File: config.mk
export PLATFORM = sky130hd
export DESIGN_NAME = extended_gcd_bezout
export DESIGN_NICKNAME = d
export VERILOG_FILES = /design/src/rtl/core/egcd_pkg.sv /design/src/rtl/core/extended_gcd_bezout.sv /design/src/rtl/core/egcd_step.sv
export SDC_FILE = /design/constraint.sdc
export NUM_CORES = 1
export LEC_CHECK = 0
export ABC_AREA = 0
export BUFFER_PORTS_ARGS = -buffer_cell sky130_fd_sc_hd__buf_2
export CAP_MARGIN = 0
export CORE_UTILIZATION = 45
export CTS_CLUSTER_DIAMETER = 150
export DETAILED_ROUTE_END_ITERATION = 10
export GPL_ROUTABILITY_DRIVEN = 0
export SLEW_MARGIN = 20
export SYNTH_ARGS = -nofsm -noshare
export SYNTH_HDL_FRONTEND = slang
export SYNTH_HIERARCHICAL = 1
export SYNTH_SLANG_ARGS = --single-unit
export TNS_END_PERCENT = 20
File: constraint.sdc
create_clock -name clk_i -period 9.1 [get_ports clk_i]
set_clock_uncertainty 0.05 [all_clocks]
set_input_delay 1.365 -clock clk_i [delete_from_list [all_inputs] [get_ports clk_i]]
set_output_delay 1.365 -clock clk_i [all_outputs]
set_load 0.005 [all_outputs]
File: src/rtl/core/egcd_pkg.sv
package egcd_pkg;

  // Operand and gcd width.
  localparam int unsigned OpW = 31;
  // Width of the coefficient result ports.
  localparam int unsigned CoeffPortW = 32;
  // Default width of the internal coefficient arithmetic.
  localparam int unsigned DataWidthDef = 32;

  // One quotient bit per division step.
  localparam int unsigned StepCntW = $clog2(OpW);
  localparam logic [StepCntW-1:0] LastStep = StepCntW'(OpW - 1);

  typedef logic [OpW-1:0] operand_t;
  typedef logic [StepCntW-1:0] step_cnt_t;

endpackage

File: src/rtl/core/extended_gcd_bezout.sv
// Extended Euclid engine: a request on start (taken while busy is low)
// carries operands a and b; one result comes back on done_o with the gcd
// and the Bezout coefficients x, y so that x*a + y*b = gcd, in two's
// complement. When b divides a the result is gcd b, x 0, y 1. A zero b
// returns zero_divisor_error_o set and all other fields zero, strobed in
// the cycle right after the request. done_o is high for exactly one cycle
// and the results hold only until the next one: the receiver cannot
// stall, so sample them on that cycle. Each Euclid step runs one
// bit-serial restoring division (state StDiv) on a single shared step
// unit, followed by one coefficient update (state StUpd), so a request
// with k divisions runs k such steps (k is at most 45 for 31-bit
// operands). busy stays high until the result strobe; a new request
// can be taken in the strobe cycle.
// DATA_WIDTH sets the internal coefficient width; results are that
// width's two's complement bits, truncated or zero-padded to 32 bits.
module extended_gcd_bezout #(
  parameter int unsigned DATA_WIDTH = egcd_pkg::DataWidthDef
) (
  input  logic                              clk_i,
  input  logic                              rst_ni,
  input  logic                              start,
  output logic                              busy,
  input  egcd_pkg::operand_t                first_value_i,
  input  egcd_pkg::operand_t                second_value_i,
  output logic                              done_o,
  output egcd_pkg::operand_t                divisor_result_o,
  output logic [egcd_pkg::CoeffPortW-1:0]   coeff_first_o,
  output logic [egcd_pkg::CoeffPortW-1:0]   coeff_second_o,
  output logic                              zero_divisor_error_o
);

  localparam int unsigned CoeffW = DATA_WIDTH;

  typedef enum logic [2:0] {
    StIdle = 3'b001,
    StDiv  = 3'b010,
    StUpd  = 3'b100
  } state_e;

  state_e state_q, state_d;
  egcd_pkg::step_cnt_t cnt_q, cnt_d;

  // Division operands: shifting dividend, divisor, partial remainder.
  egcd_pkg::operand_t dvd_q, dvd_d;
  egcd_pkg::operand_t dvs_q, dvs_d;
  egcd_pkg::operand_t rem_q, rem_d;

  // Coefficient pairs and the running products q*xc, q*yc.
  logic [CoeffW-1:0] xp_q, xp_d, xc_q, xc_d;
  logic [CoeffW-1:0] yp_q, yp_d, yc_q, yc_d;
  logic [CoeffW-1:0] acc_x_q, acc_x_d, acc_y_q, acc_y_d;

  // Result registers.
  logic                done_q, done_d;
  egcd_pkg::operand_t  res_gcd_q, res_gcd_d;
  logic [CoeffW-1:0]   res_x_q, res_x_d, res_y_q, res_y_d;
  logic                res_err_q, res_err_d;

  // Shared step unit outputs.
  egcd_pkg::operand_t step_rem;
  logic               step_qbit;
  logic [CoeffW-1:0]  step_acc_x, step_acc_y;

  logic accept;

  egcd_step #(
    .COEFF_W (CoeffW)
  ) u_step (
    .rem_i     (rem_q),
    .dvd_bit_i (dvd_q[egcd_pkg::OpW-1]),
    .dvs_i     (dvs_q),
    .acc_x_i   (acc_x_q),
    .acc_y_i   (acc_y_q),
    .coeff_x_i (xc_q),
    .coeff_y_i (yc_q),
    .rem_o     (step_rem),
    .qbit_o    (step_qbit),
    .acc_x_o   (step_acc_x),
    .acc_y_o   (step_acc_y)
  );

  assign busy   = (state_q != StIdle);
  assign accept = start && !busy;

  always_comb begin
    state_d   = state_q;
    cnt_d     = cnt_q;
    dvd_d     = dvd_q;
    dvs_d     = dvs_q;
    rem_d     = rem_q;
    xp_d      = xp_q;
    xc_d      = xc_q;
    yp_d      = yp_q;
    yc_d      = yc_q;
    acc_x_d   = acc_x_q;
    acc_y_d   = acc_y_q;
    done_d    = 1'b0;
    res_gcd_d = res_gcd_q;
    res_x_d   = res_x_q;
    res_y_d   = res_y_q;
    res_err_d = res_err_q;

    unique case (state_q)
      StIdle: begin
        if (accept) begin
          if (second_value_i == '0) begin
            // Zero divisor: answer at once, stay idle.
            done_d    = 1'b1;
            res_gcd_d = '0;
            res_x_d   = '0;
            res_y_d   = '0;
            res_err_d = 1'b1;
          end else begin
            // Load a / b and the starting pairs (1,0), (0,1).
            dvd_d   = first_value_i;
            dvs_d   = second_value_i;
            rem_d   = '0;
            acc_x_d = '0;
            acc_y_d = '0;
            xp_d    = CoeffW'(1);
            xc_d    = '0;
            yp_d    = '0;
            yc_d    = CoeffW'(1);
            cnt_d   = '0;
            state_d = StDiv;
          end
        end
      end
      StDiv: begin
        // Advance one quotient bit and both products.
        dvd_d   = {dvd_q[egcd_pkg::OpW-2:0], 1'b0};
        rem_d   = step_rem;
        acc_x_d = step_acc_x;
        acc_y_d = step_acc_y;
        if (cnt_q == egcd_pkg::LastStep) begin
          state_d = StUpd;
        end else begin
          cnt_d = cnt_q + 1'b1;
        end
      end
      StUpd: begin
        if (rem_q == '0) begin
          // Remainder gone: the divisor is the gcd.
          done_d    = 1'b1;
          res_gcd_d = dvs_q;
          res_x_d   = xc_q;
          res_y_d   = yc_q;
          res_err_d = 1'b0;
          state_d   = StIdle;
        end else begin
          // Shift the pairs and the operands for the next division.
          xp_d    = xc_q;
          xc_d    = xp_q - acc_x_q;
          yp_d    = yc_q;
          yc_d    = yp_q - acc_y_q;
          dvd_d   = dvs_q;
          dvs_d   = rem_q;
          rem_d   = '0;
          acc_x_d = '0;
          acc_y_d = '0;
          cnt_d   = '0;
          state_d = StDiv;
        end
      end
      default: begin
        state_d = StIdle;
      end
    endcase
  end

  always_ff @(posedge clk_i or negedge rst_ni) begin
    if (!rst_ni) begin
      state_q <= StIdle;
      cnt_q   <= '0;
      done_q  <= 1'b0;
    end else begin
      state_q <= state_d;
      cnt_q   <= cnt_d;
      done_q  <= done_d;
    end
  end

  always_ff @(posedge clk_i) begin
    dvd_q     <= dvd_d;
    dvs_q     <= dvs_d;
    rem_q     <= rem_d;
    xp_q      <= xp_d;
    xc_q      <= xc_d;
    yp_q      <= yp_d;
    yc_q      <= yc_d;
    acc_x_q   <= acc_x_d;
    acc_y_q   <= acc_y_d;
    res_gcd_q <= res_gcd_d;
    res_x_q   <= res_x_d;
    res_y_q   <= res_y_d;
    res_err_q <= res_err_d;
  end

  // Fit the coefficient bits to the 32-bit ports.
  generate
    if (CoeffW >= egcd_pkg::CoeffPortW) begin : g_trunc
      assign coeff_first_o  = res_x_q[egcd_pkg::CoeffPortW-1:0];
      assign coeff_second_o = res_y_q[egcd_pkg::CoeffPortW-1:0];
    end else begin : g_pad
      assign coeff_first_o  = {{(egcd_pkg::CoeffPortW-CoeffW){1'b0}}, res_x_q};
      assign coeff_second_o = {{(egcd_pkg::CoeffPortW-CoeffW){1'b0}}, res_y_q};
    end
  endgenerate

  assign done_o               = done_q;
  assign divisor_result_o     = res_gcd_q;
  assign zero_divisor_error_o = res_err_q;

endmodule

File: src/rtl/core/egcd_step.sv
// One restoring-division step plus the matching shift-and-add of the
// quotient bit into both coefficient products.
module egcd_step #(
  parameter int unsigned COEFF_W = egcd_pkg::DataWidthDef
) (
  input  egcd_pkg::operand_t rem_i,
  input  logic               dvd_bit_i,
  input  egcd_pkg::operand_t dvs_i,
  input  logic [COEFF_W-1:0] acc_x_i,
  input  logic [COEFF_W-1:0] acc_y_i,
  input  logic [COEFF_W-1:0] coeff_x_i,
  input  logic [COEFF_W-1:0] coeff_y_i,
  output egcd_pkg::operand_t rem_o,
  output logic               qbit_o,
  output logic [COEFF_W-1:0] acc_x_o,
  output logic [COEFF_W-1:0] acc_y_o
);

  logic [egcd_pkg::OpW:0] trial;
  logic [egcd_pkg::OpW:0] dvs_ext;
  logic [egcd_pkg::OpW:0] diff;

  assign trial   = {rem_i, dvd_bit_i};
  assign dvs_ext = {1'b0, dvs_i};
  assign diff    = trial - dvs_ext;
  assign qbit_o  = (trial >= dvs_ext);
  // Restore when the trial remainder falls below the divisor.
  assign rem_o   = qbit_o ? diff[egcd_pkg::OpW-1:0] : trial[egcd_pkg::OpW-1:0];

  // Horner accumulation: acc = 2*acc + qbit*coeff, MSB first.
  assign acc_x_o = {acc_x_i[COEFF_W-2:0], 1'b0} + (qbit_o ? coeff_x_i : '0);
  assign acc_y_o = {acc_y_i[COEFF_W-2:0], 1'b0} + (qbit_o ? coeff_y_i : '0);

endmodule

======== Word-level counts from Yosys, hierarchy flattened ========
Index checks and enable logic that the tools add are counted.
cells by class
  $add $sub $neg .......................... 6
  multipliers ............................. 0
  divide/modulo/power cells ............... 0
  order comparisons ....................... 1
  eq/ne operators ......................... 12
  shift operators ......................... 0
  muxes and demuxes ....................... 58
  bitwise gates (word level) .............. 0
  reductions and logical operators ........ 11
operators by type and width
  operator                                       count
  two-way mux 32 bit                             15
  two-way mux 31 bit                             13
  case mux 32 bit (2 select lines)               6
  case mux 32 bit (3 select lines)               2
  case mux 31 bit (3 select lines)               2
  case mux 31 bit (2 select lines)               2
  adder 32 bit                                   2
  subtractor 32 bit                              2
  logical NOT 31 bit                             2
  greater-or-equal comparator 32 x 31 -> 1 bit   1
  subtractor 31 bit                              1
  two-way mux 5 bit                              4
  case mux 5 bit (3 select lines)                1
  inequality test 2 bit, second input constant   7
  AND reduction 4 bit                            3
  two-way mux 3 bit                              3
  case mux 3 bit (3 select lines)                1
  two-way mux 1 bit                              6
  adder 5 x 1 -> 5 bit, second input constant    1
  == test 5 bit, second input constant           1
  AND reduction 5 bit                            1
  case mux 1 bit (2 select lines)                2
  == test 3 x 1 -> 1 bit, second input constant  1
  == test 3 x 2 -> 1 bit, second input constant  1
  8 further kinds                                8
word-level totals
  bits in registers ....................... 390
  bits in latches ......................... 0
  RAM bits ................................ 0
  bits in read-only memories .............. 0
  input bits .............................. 65
  output and inout bits ................... 98
  logic and storage cells ................. 104
  memories kept ........................... 0

======== Depth between registers and ports, before layout ========
Gate-level depths: netlist (run 1).
  depth after elaboration ................. 5
  gate-level depth with buffers ........... 25
  depth with buffers taken out ............ 23

======== Hierarchy ========
Netlist (run 1), hierarchy kept.
modules (own cells, without submodules)
  module               instances  cells each  area each (µm²)  sequential area each (µm²)
  extended_gcd_bezout  1          1455        18136.1          11667.4
  egcd_step            1          791         5377.7           0.0

======== Worst setup path after synthesis (run 1) ========
No wires, ideal clock.
  path kind ............................... input -> register
  from .................................... input port second_value_i[4]
  to ...................................... register dvs_q[0], enable pin
  library setup time ...................... 0.539 ns
  data arrival time ....................... 5.342 ns
  data required time ...................... 8.511 ns
  slack ................................... 3.169 ns
  cell stages on the path ................. 5
  path buffers ............................ 0
  cell sequence ........................... nor4_1 > nand4_1 > nor4_4 > nor2_1 > and2_1
on the way
  word-level cells in the longest chain between the ends .. 3
RTL lines
  element                                 line                        RTL
  from (decl)                             extended_gcd_bezout.sv:24   input egcd_pkg::operand_t second_value_i,
  logical NOT 31 bit                      extended_gcd_bezout.sv:106  if (second_value_i == '0) begin
  inequality test 2 bit (no source line)  --
  AND reduction 4 bit (no source line)    --
  to (signal assigned)                    extended_gcd_bezout.sv:185  dvs_q <= dvs_d;
  to (decl)                               extended_gcd_bezout.sv:45   egcd_pkg::operand_t dvs_q, dvs_d;
No other way between the ends.
A chain may end at the register's enable or synchronous reset.

======== Worst setup path in the final report (run 1) ========
  from .................................... register rem_q[16]
  to ...................................... register acc_y_q[29], data pin
on the way
  word-level cells in the longest chain between the ends .. 4
RTL lines
  element                                       line                        RTL
  from (decl)                                   extended_gcd_bezout.sv:46   egcd_pkg::operand_t rem_q, rem_d;
  from (signal assigned)                        extended_gcd_bezout.sv:186  rem_q <= rem_d;
  greater-or-equal comparator 32 x 31 -> 1 bit  egcd_step.sv:26             assign qbit_o = (trial >= dvs_ext);
  named net step_qbit                           extended_gcd_bezout.sv:61   logic step_qbit;
  two-way mux 32 bit                            egcd_step.sv:32             assign acc_y_o = {acc_y_i[COEFF_W-2:0], 1'b0} + (qbit_o ? coeff_y_i : '0);
  adder 32 bit                                  egcd_step.sv:32
  named net step_acc_y[29]                      extended_gcd_bezout.sv:62   logic [CoeffW-1:0] step_acc_x, step_acc_y;
  case mux 32 bit (3 select lines)              extended_gcd_bezout.sv:103  unique case (state_q)
  to (signal assigned)                          extended_gcd_bezout.sv:192  acc_y_q <= acc_y_d;
  to (decl)                                     extended_gcd_bezout.sv:51   logic [CoeffW-1:0] acc_x_q, acc_x_d, acc_y_q, acc_y_d;
The timed path passes the listed nets, and every way through them passes these cells.

==> flow_metrics.tcl, run 1 <==
set metrics [dict create \
    status "completed" \
    power_frac_seq 0.299 \
    antenna_left 0 \
    post_cts_buffers 0 \
    swShare 0.407 \
    combPwrFrac 0.491 \
    dr.pass1.iters 6 \
    track_usage 0.220 \
    crit_path_max_fanout 45 \
    routed-via-count 17300 \
    synth_edf_count 381 \
    powerDensity_nw_per_um2 349 \
    synthFlopType "edfxtp_1" \
    clk_pin_slew_worst_paths_ns 0.06 \
    multi_input_area_um2 11000 \
    tritoncts "done" \
    grt_setup_unrepaired "no" \
    grt_pass1_vias 17300 \
    drt_iter0_markers 1251 \
    final_cells 3096 \
    final_common_cell "edfxtp_1" \
    yosys-top-cells-area "edfxtp_1 49%, ha_1 8.2%, and2_1 6.9%" \
    slew_violations 0 \
    h-tree-depth 2 \
    syn2layout_area_growth_pct 12.7 \
    grt_max_degree 87 \
    die_h_um 231 \
    drive_gt1_frac 0.123 \
    clockBufferDepth 3 \
    period_share 0.646 \
    yosys.area.top_type "edfxtp_1" \
    r2r_cells 22 \
    core_area_um2 51500 \
    synth_area_um2 23500 \
    tns_ns 0 \
    setup_violations 0 \
    die_w_um 231 \
    crit_required_ns 9.37 \
    numPortBuffers 162 \
    seqCellArea_um2 11700 \
    holdCritPathClass "reg -> reg" \
    postLayoutCoreUtil 0.515 \
    dp_cells 3012 \
    cts_resized 0 \
    boundaryPins 163 \
    start_kind "flop" \
    cts_made_buffers 45 \
    hold_depth 1 \
    period_needed_ns 5.88 \
    grt_pass1_wl_um 93000 \
    ir_worst_vdd_uv 185 \
    worst_pin_slew_ns 0.983 \
    synthDistinctLibCells 88 \
    end_kind "flop" \
    initial_core_util 0.456 \
    mostFrequentLayoutCells "381 x edfxtp_1, 259 x and2_1, 245 x nand2_1, 162 x buf_2, 159 x a21oi_1" \
    p_leak_nw 10.6 \
    crit_type "reg -> reg" \
    drc 0 \
    drv_cap 0 \
    synth_seq_area_share 0.496 \
    drt_wl_total_um 58500 \
    syn-num-nets 2471 \
    synth-async-reset-ratio 0.0231 \
    hpwl_um 41200 \
    relSlewSlack 0.339 \
    syn_avg_cell_area_um2 10.5 \
    netSwitchingPower_w 0.00377 \
    clkLatencyLatePin_ns 0.58 \
    cts_root_buffer "clkbuf_16" \
    wl_per_cell_um 18.9 \
    routed_via_density 5.58 \
    dieArea_um2 53200 \
    ys.warnings.count 6 \
    layout.nets 2604 \
    fillCellCount 4708 \
    grt_overflow 0 \
    finalHoldViolCount 0 \
    clock_sinks 390 \
    syn_inst 2246 \
    yosys_register_bits 390 \
    antennaDiodeCount 0 \
    max_freq_mhz 170 \
    antenna_found_initial 0 \
    internal_power_w 0.00549 \
    cts_hold_buf 0 \
    critPathArrivalTime_ns 6.15 \
    power.share.clock 0.210 \
    num_rows 83 \
    synth_top_area_share 0.487 \
]
## flip-flops by register name (all words and copies together), names as in the netlist, 5 cells and up
name              cells
xc_q                 32
cnt_q                 5
acc_x_q              32
yc_q                 32
coeff_second_o       32
rem_q                31
dvs_q                31
dvd_q                31
divisor_result_o     31
xp_q                 32
acc_y_q              32
coeff_first_o        32
yp_q                 32
## area by class of cell
type                            count  area share
Multi-Input combinational cell   1633       0.415
Inverter                          134      0.0190
Tap cell                          680      0.0321
Timing Repair Buffer              175      0.0343
Clock inverter                     28      0.0135
Sequential cell                   390       0.440
Clock buffer                       56      0.0456
## routing by layer
metal | GRT usage | vias up | wire (um)
li1 | - | 8379 | -
met1 | 0.295 | 8344 | 26100
met2 | 0.365 | 464 | 27900
met3 | 0.0322 | 103 | 2820
met4 | 0.0728 | 0 | 1660
met5 | 0 | - | 0
## kinds of logic (layout without fill, tap and decap cells)
kind of cell | count (synthesis) | in the layout | share of synthesized area
buffers and inverters | 223 | 393 | 0.0366
adder cells (fa/ha/maj) | 160 | 160 | 0.0867
AO/OA/AOI/OAI | 524 | 524 | 0.150
flip-flops | 390 | 390 | 0.496
multiplexers | 9 | 9 | 0.00388
AND/OR/NAND/NOR | 813 | 813 | 0.179
XOR/XNOR | 127 | 127 | 0.0473
## worst max-delay path, stage by stage (launching register included)
cell and delay (ns):
edfxtp_1 0.48, ha_1 0.44, a21oi_1 0.18, o21bai_1 0.08
a21oi_1 0.41, nand4_1 0.14, o211ai_1 0.24, a21o_1 0.21
inv_2 0.16, buf_4 0.32, and2_1 0.23, ha_1 0.21
fa_1 0.45, a211oi_2 0.31, o211ai_2 0.17, nand3_2 0.12
o211ai_2 0.13, a41oi_2 0.29, o21ai_2 0.12, a2111oi_2 0.45
nor3_1 0.13, xor2_1 0.15, and2_1 0.14
## power by group through the flow
| stage | Sequential, W | Combinational, W | Clock (W) |
|---|---|---|---|
| 3_5_place_dp | 0.00280 | 0.00448 | 0 |
| 2_1_floorplan | 0.00273 | 0.00356 | 0 |
| 5_1_grt | 0.00282 | 0.00507 | 0.00204 |
| 6_report | 0.00277 | 0.00454 | 0.00194 |
| 3_3_place_gp | 0.00280 | 0.00442 | 0 |
| 4_1_cts | 0.00277 | 0.00452 | 0.00198 |
## synth_stat cells (all sizes together), types with 9 or more instances
cell type / number
nand2: 246
a21o: 70
nor3: 37
o211ai: 13
ha: 155
nand2b: 22
o21bai: 18
clkbuf: 72
inv: 134
edfxtp: 381
a21oi: 163
xor2: 51
nor2b: 23
and3: 17
a41oi: 9
o21ai: 119
a211oi: 17
o21a: 15
xnor2: 76
and2: 260
a221o: 30
a31oi: 12
nand3: 40
nor2: 95
nand4: 32
o31ai: 9
buf: 17
nor4: 18
## path summary, 6_finish.rpt
check / slack [ns] / to / start
min in group asynchronous: 0.60 / done_o / rst_ni
hold reg to reg: 0.50 / dvd_q[22] / dvd_q[21]
setup reg to reg: 3.22 / acc_y_q[29] / rem_q[16]
setup / recovery: 3.22 / acc_y_q[29] / rem_q[16]
max in group asynchronous: 8.15 / state_q[0] / rst_ni
hold / removal: 0.50 / dvd_q[22] / dvd_q[21]
## per-stage QoR
| step | setup WS (ns) | power (W) | area (um2) | hold slack [ns] |
|---|---|---|---|---|
| 2_1_floorplan | 3.17 | 0.00629 | 23500 | 0.461 |
| 5_1_grt | 2.77 | 0.00993 | 26500 | 0.519 |
| 4_1_cts | 3.25 | 0.00927 | 26500 | 0.503 |
| 6_report | 3.22 | 0.00925 | 26500 | 0.502 |
| 3_3_place_gp | 3.41 | 0.00722 | 24900 | 0.478 |
| 3_5_place_dp | 3.31 | 0.00728 | 24900 | 0.488 |
(Power assumes the default switching activity.)
==> inputs of run 2 (changes only) <==
==> constraint.sdc (replaced) <==
create_clock -name clk_i -period 5.9 [get_ports clk_i]
set_clock_uncertainty 0.05 [all_clocks]
set_input_delay 0.885 -clock clk_i [delete_from_list [all_inputs] [get_ports clk_i]]
set_output_delay 0.885 -clock clk_i [all_outputs]
set_load 0.005 [all_outputs]
==> flow_metrics.tcl, run 2 (synthesis gave the netlist of run 1 again) <==
set metrics [dict create \
    status "completed" \
    initial_core_util 0.456 \
    cts_hold_buf 0 \
    crit_required_ns 6.18 \
    ir_worst_vdd_uv 354 \
    wl_per_cell_um 18.7 \
    die_w_um 231 \
    grt_max_degree 98 \
    r2r_cells 22 \
    routed-via-count 17300 \
    clockBufferDepth 3 \
    grt_setup_unrepaired "no" \
    clkLatencyLatePin_ns 0.57 \
    post_cts_buffers 0 \
    worst_pin_slew_ns 1.04 \
    crit_path_end "acc_x_q[29]" \
    multi_input_area_um2 11000 \
    cts_resized 0 \
    syn2layout_area_growth_pct 12.3 \
    relSlewSlack 0.309 \
    dr.pass1.iters 6 \
    tritoncts "done" \
    final_common_cell "edfxtp_1" \
    drive_gt1_frac 0.121 \
    cts_root_buffer "clkbuf_16" \
    drv_cap 0 \
    crit_path_start "rem_q[12]" \
    critPathArrivalTime_ns 5.83 \
    fillCellCount 4708 \
    cts_made_buffers 45 \
    clk_pin_slew_worst_paths_ns 0.06 \
    core_area_um2 51500 \
    drt_wl_total_um 57800 \
    reg2reg_slack_ns 0.35 \
    boundaryPins 163 \
    r2r_end "acc_x_q[29]" \
    h-tree-depth 2 \
    drc 0 \
    powerDensity_nw_per_um2 531 \
    setup_violations 0 \
    layout.nets 2604 \
    crit_path_max_fanout 34 \
    dieArea_um2 53200 \
    drt_iter0_markers 1347 \
    start_kind "flop" \
    grt_pass1_vias 17000 \
    slew_violations 0 \
    numPortBuffers 162 \
    postLayoutCoreUtil 0.512 \
    mostFrequentLayoutCells "381 x edfxtp_1, 259 x and2_1, 245 x nand2_1, 162 x buf_2, 158 x a21oi_1" \
    routed_via_density 5.59 \
    die_h_um 231 \
    grt_overflow 0 \
    holdCritPathClass "in -> async" \
    finalHoldViolCount 0 \
    antenna_found_initial 0 \
    tns_ns 0 \
    crit_type "reg -> reg" \
    timing.rr.start "rem_q[12]" \
    p_leak_nw 10.5 \
    num_rows 83 \
    grt_pass1_wl_um 92200 \
    power_w 0.0140 \
    track_usage 0.218 \
    hpwl_um 41000 \
    max_freq_mhz 180 \
    clock_sinks 390 \
    period_share 0.940 \
    antennaDiodeCount 0 \
    antenna_left 0 \
    period_needed_ns 5.55 \
    end_kind "flop" \
    seqCellArea_um2 11700 \
]
-- run 2: cell count changes in the layout (fill, tap and decap cells not counted) --
cell / before / now
bufinv_16: 8 / 3
buf_4: 13 / 10
a21oi_1: 159 / 158
clkinvlp_4: 7 / 3
buf_12: 0 / 3
a21oi_2: 4 / 5
inv_6: 2 / 1
clkinv_2: 3 / 8
clkbuf_1: 9 / 13
clkinv_1: 8 / 6
-- run 2: layer usage --
layer,GRT usage,routed length (um),vias up
li1,-,-,8382
met1,0.298,26300,8383
met2,0.359,27700,435
met3,0.0298,2390,91
met4,0.0644,1410,0
met5,0,0,-
-- run 2: worst max-delay path, stage by stage, from the launching register on --
cell and delay [ns]:
edfxtp_1 0.43, ha_1 0.39, a21o_1 0.20, a21o_1 0.17, a21oi_1 0.31, nand4_1 0.13
o211ai_1 0.32, a21o_1 0.20, inv_2 0.13, buf_12 0.19, and2_1 0.18, ha_1 0.20
fa_1 0.41, a21oi_1 0.21, o21ai_1 0.14, a21oi_1 0.30, o31a_1 0.26, o21ai_2 0.10
a41oi_1 0.36, o31a_1 0.24, nor2b_4 0.15, xnor2_1 0.06, and2_1 0.13
-- run 2: power breakdown --
group / total [W] / leakage (nW) / internal [W] / switching, W
sequential: 0.00429 / 3.62 / 0.00390 / 0.000395
clock: 0.00273 / 0.683 / 0.00159 / 0.00114
combinational: 0.00701 / 6.23 / 0.00279 / 0.00422
total: 0.0140 / 10.5 / 0.00827 / 0.00575
-- run 2: how the worst min path moves through the flow --
| stage | depth (start not counted) | slack, ns | endpoint | startpoint |
|---|---|---|---|---|
| final | 1 | 0.10 | cnt_q[0] | rst_ni |
| after global placement | 1 | 0.48 | dvd_q[23] | dvd_q[22] |
| after CTS | 1 | 0.07 | cnt_q[0] | rst_ni |
| after detailed placement | 1 | 0.49 | dvd_q[6] | dvd_q[5] |
| after floorplan | 1 | 0.46 | xp_q[0] | xc_q[0] |
| after global routing | 1 | 0.09 | cnt_q[0] | rst_ni |
-- run 2: area by class of cell --
cell class,instances,area share
clock buffers,60,0.0464
clock inverters,21,0.00711
inverters,134,0.0191
multi-input cells,1633,0.417
flip-flops and latches,390,0.442
well taps,680,0.0322
repair buffers,175,0.0358
-- run 2: metrics by stage --
step                      instances  hold WS, ns  setup WS [ns]  area, um2
after floorplan                2246        0.461          0.449      23500
after global placement         3012        0.477          0.517      25000
after detailed placement       3012        0.485          0.434      25000
after CTS                      3093       0.0741          0.389      26400
after global routing           3093       0.0898         0.0225      26400
final                          3093        0.103          0.354      26400
==> inputs of run 3 (changes only) <==
--- a/config.mk
+++ b/config.mk
@@ -8,8 +8,8 @@
 export ABC_AREA = 0
 export BUFFER_PORTS_ARGS = -buffer_cell sky130_fd_sc_hd__buf_2
 export CAP_MARGIN = 0
-export CORE_UTILIZATION = 45
-export CTS_CLUSTER_DIAMETER = 150
+export CORE_UTILIZATION = 40
+export CTS_CLUSTER_DIAMETER = 50
 export DETAILED_ROUTE_END_ITERATION = 10
 export GPL_ROUTABILITY_DRIVEN = 0
 export SLEW_MARGIN = 20
==> flow_metrics.tcl, run 3 (synthesis gave the netlist of run 1 again) <==
set metrics [dict create \
    status "completed" \
    relSlewSlack 0.297 \
    cts_root_buffer "clkbuf_16" \
    drt_wl_total_um 60500 \
    end_kind "flop" \
    antenna_left 0 \
    timing.rr.start "rem_q[16]" \
    grt_setup_unrepaired "no" \
    tns_ns 0 \
    die_w_um 244 \
    cts_made_buffers 55 \
    core_area_um2 57900 \
    final_common_cell "edfxtp_1" \
    grt_pass1_wl_um 95800 \
    ir_worst_vdd_uv 287 \
    tritoncts "done" \
    grt_max_degree 95 \
    wl_per_cell_um 18.9 \
    holdCritPathClass "in -> async" \
    post_cts_buffers 0 \
    initial_core_util 0.406 \
    num_rows 88 \
    antenna_found_initial 1 \
    power_w 0.0148 \
    critPathArrivalTime_ns 5.74 \
    syn2layout_area_growth_pct 14.7 \
    hpwl_um 42800 \
    grt_overflow 0 \
    boundaryPins 163 \
    numPortBuffers 162 \
    reg2reg_slack_ns 0.45 \
    dp_cells 3098 \
    r2r_end "acc_x_q[29]" \
    drc 0 \
    drt_iter0_markers 1351 \
    drive_gt1_frac 0.136 \
    drv_cap 0 \
    start_kind "flop" \
    clkLatencyLatePin_ns 0.61 \
    dieArea_um2 59800 \
    cts_hold_buf 0 \
    crit_path_max_fanout 11 \
    clock_sinks 390 \
    dr.pass1.iters 5 \
    track_usage 0.202 \
    clk_pin_slew_worst_paths_ns 0.06 \
    mostFrequentLayoutCells "381 x edfxtp_1, 259 x and2_1, 245 x nand2_1, 162 x buf_2, 159 x a21oi_1" \
    setup_violations 0 \
    slew_violations 0 \
    seqCellArea_um2 11700 \
    layout.nets 2615 \
    crit_required_ns 6.19 \
    routed_via_density 5.42 \
    max_freq_mhz 183 \
    routed-via-count 17400 \
    period_share 0.924 \
    clockBufferDepth 3 \
    crit_type "reg -> reg" \
    p_leak_nw 10.8 \
    fillCellCount 5520 \
    cts_resized 0 \
    finalHoldViolCount 0 \
    powerDensity_nw_per_um2 548 \
    multi_input_area_um2 11000 \
    die_h_um 244 \
    h-tree-depth 2 \
    r2r_cells 21 \
    worst_pin_slew_ns 1.06 \
    period_needed_ns 5.45 \
    final_cells 3201 \
    grt_pass1_vias 17200 \
]
==> run 3: cell count changes in the layout (fill, tap and decap cells not counted), sizes merged <==
cell	before	now
clkinvlp	3	4
bufinv	3	5
clkbuf	60	57
buf	175	176
inv	134	153
diode	0	1
clkinv	15	17
==> run 3: routing by layer <==
layer	track usage	vias to the layer above	wire (um)
li1	-	8444	-
met1	0.286	8401	28400
met2	0.320	431	27600
met3	0.0296	77	3060
met4	0.0563	0	1410
met5	0	-	0
==> run 3: area by class of cell <==
| cell class | count | area share |
|---|---|---|
| diodes | 1 | 0.0000928 |
| repair buffers | 176 | 0.0344 |
| well taps | 765 | 0.0355 |
| flip-flops and latches | 390 | 0.433 |
| inverters | 134 | 0.0187 |
| clock inverters | 45 | 0.0174 |
| clock buffers | 57 | 0.0529 |
| multi-input cells | 1633 | 0.408 |
==> run 3: where the power goes <==
group	total, W	internal (W)	switching (W)	leakage, nW
registers	0.00431	0.00390	0.000413	3.62
clock network	0.00342	0.00203	0.00140	0.931
logic	0.00705	0.00277	0.00427	6.23
total	0.0148	0.00870	0.00609	10.8
==> run 3: worst max-delay path by stage <==
stage                           start          end  slack (ns)  depth (start not counted)
CTS                         rem_q[16]  acc_x_q[29]        0.49                         21
detailed placement          rem_q[16]  acc_x_q[29]        0.56                         21
global placement            rem_q[24]  acc_y_q[29]        0.70                         20
finish                      rem_q[16]  acc_x_q[29]        0.45                         21
floorplan           second_value_i[4]     dvs_q[0]        0.45                          5
global route                dvd_q[30]  acc_y_q[30]        0.08                         23
==> run 3: critical path, cell delays in order (launching register included) <==
cell,delay (ns)
edfxtp_1,0.45
ha_1,0.43
a21oi_1,0.20
o21bai_1,0.08
a21oi_1,0.40
nand4_1,0.14
o211ai_1,0.20
a21o_1,0.17
inv_2,0.14
and2_1,0.21
ha_1,0.21
fa_1,0.42
a21oi_1,0.26
o21ai_1,0.16
a21oi_1,0.33
o31a_1,0.26
o21ai_2,0.10
a41oi_1,0.38
o31a_1,0.26
nor2b_4,0.16
xnor2_1,0.06
and2_1,0.13
==> run 3: stage by stage <==
step	hold slack, ns	area [um2]	setup WS [ns]	utilization
2_1_floorplan	0.461	23500	0.449	-
3_3_place_gp	0.479	25100	0.702	0.433
3_5_place_dp	0.488	25100	0.560	0.433
4_1_cts	0.0471	27000	0.492	0.466
5_1_grt	0.0681	27000	0.0849	0.466
6_report	0.0800	27000	0.449	0.466
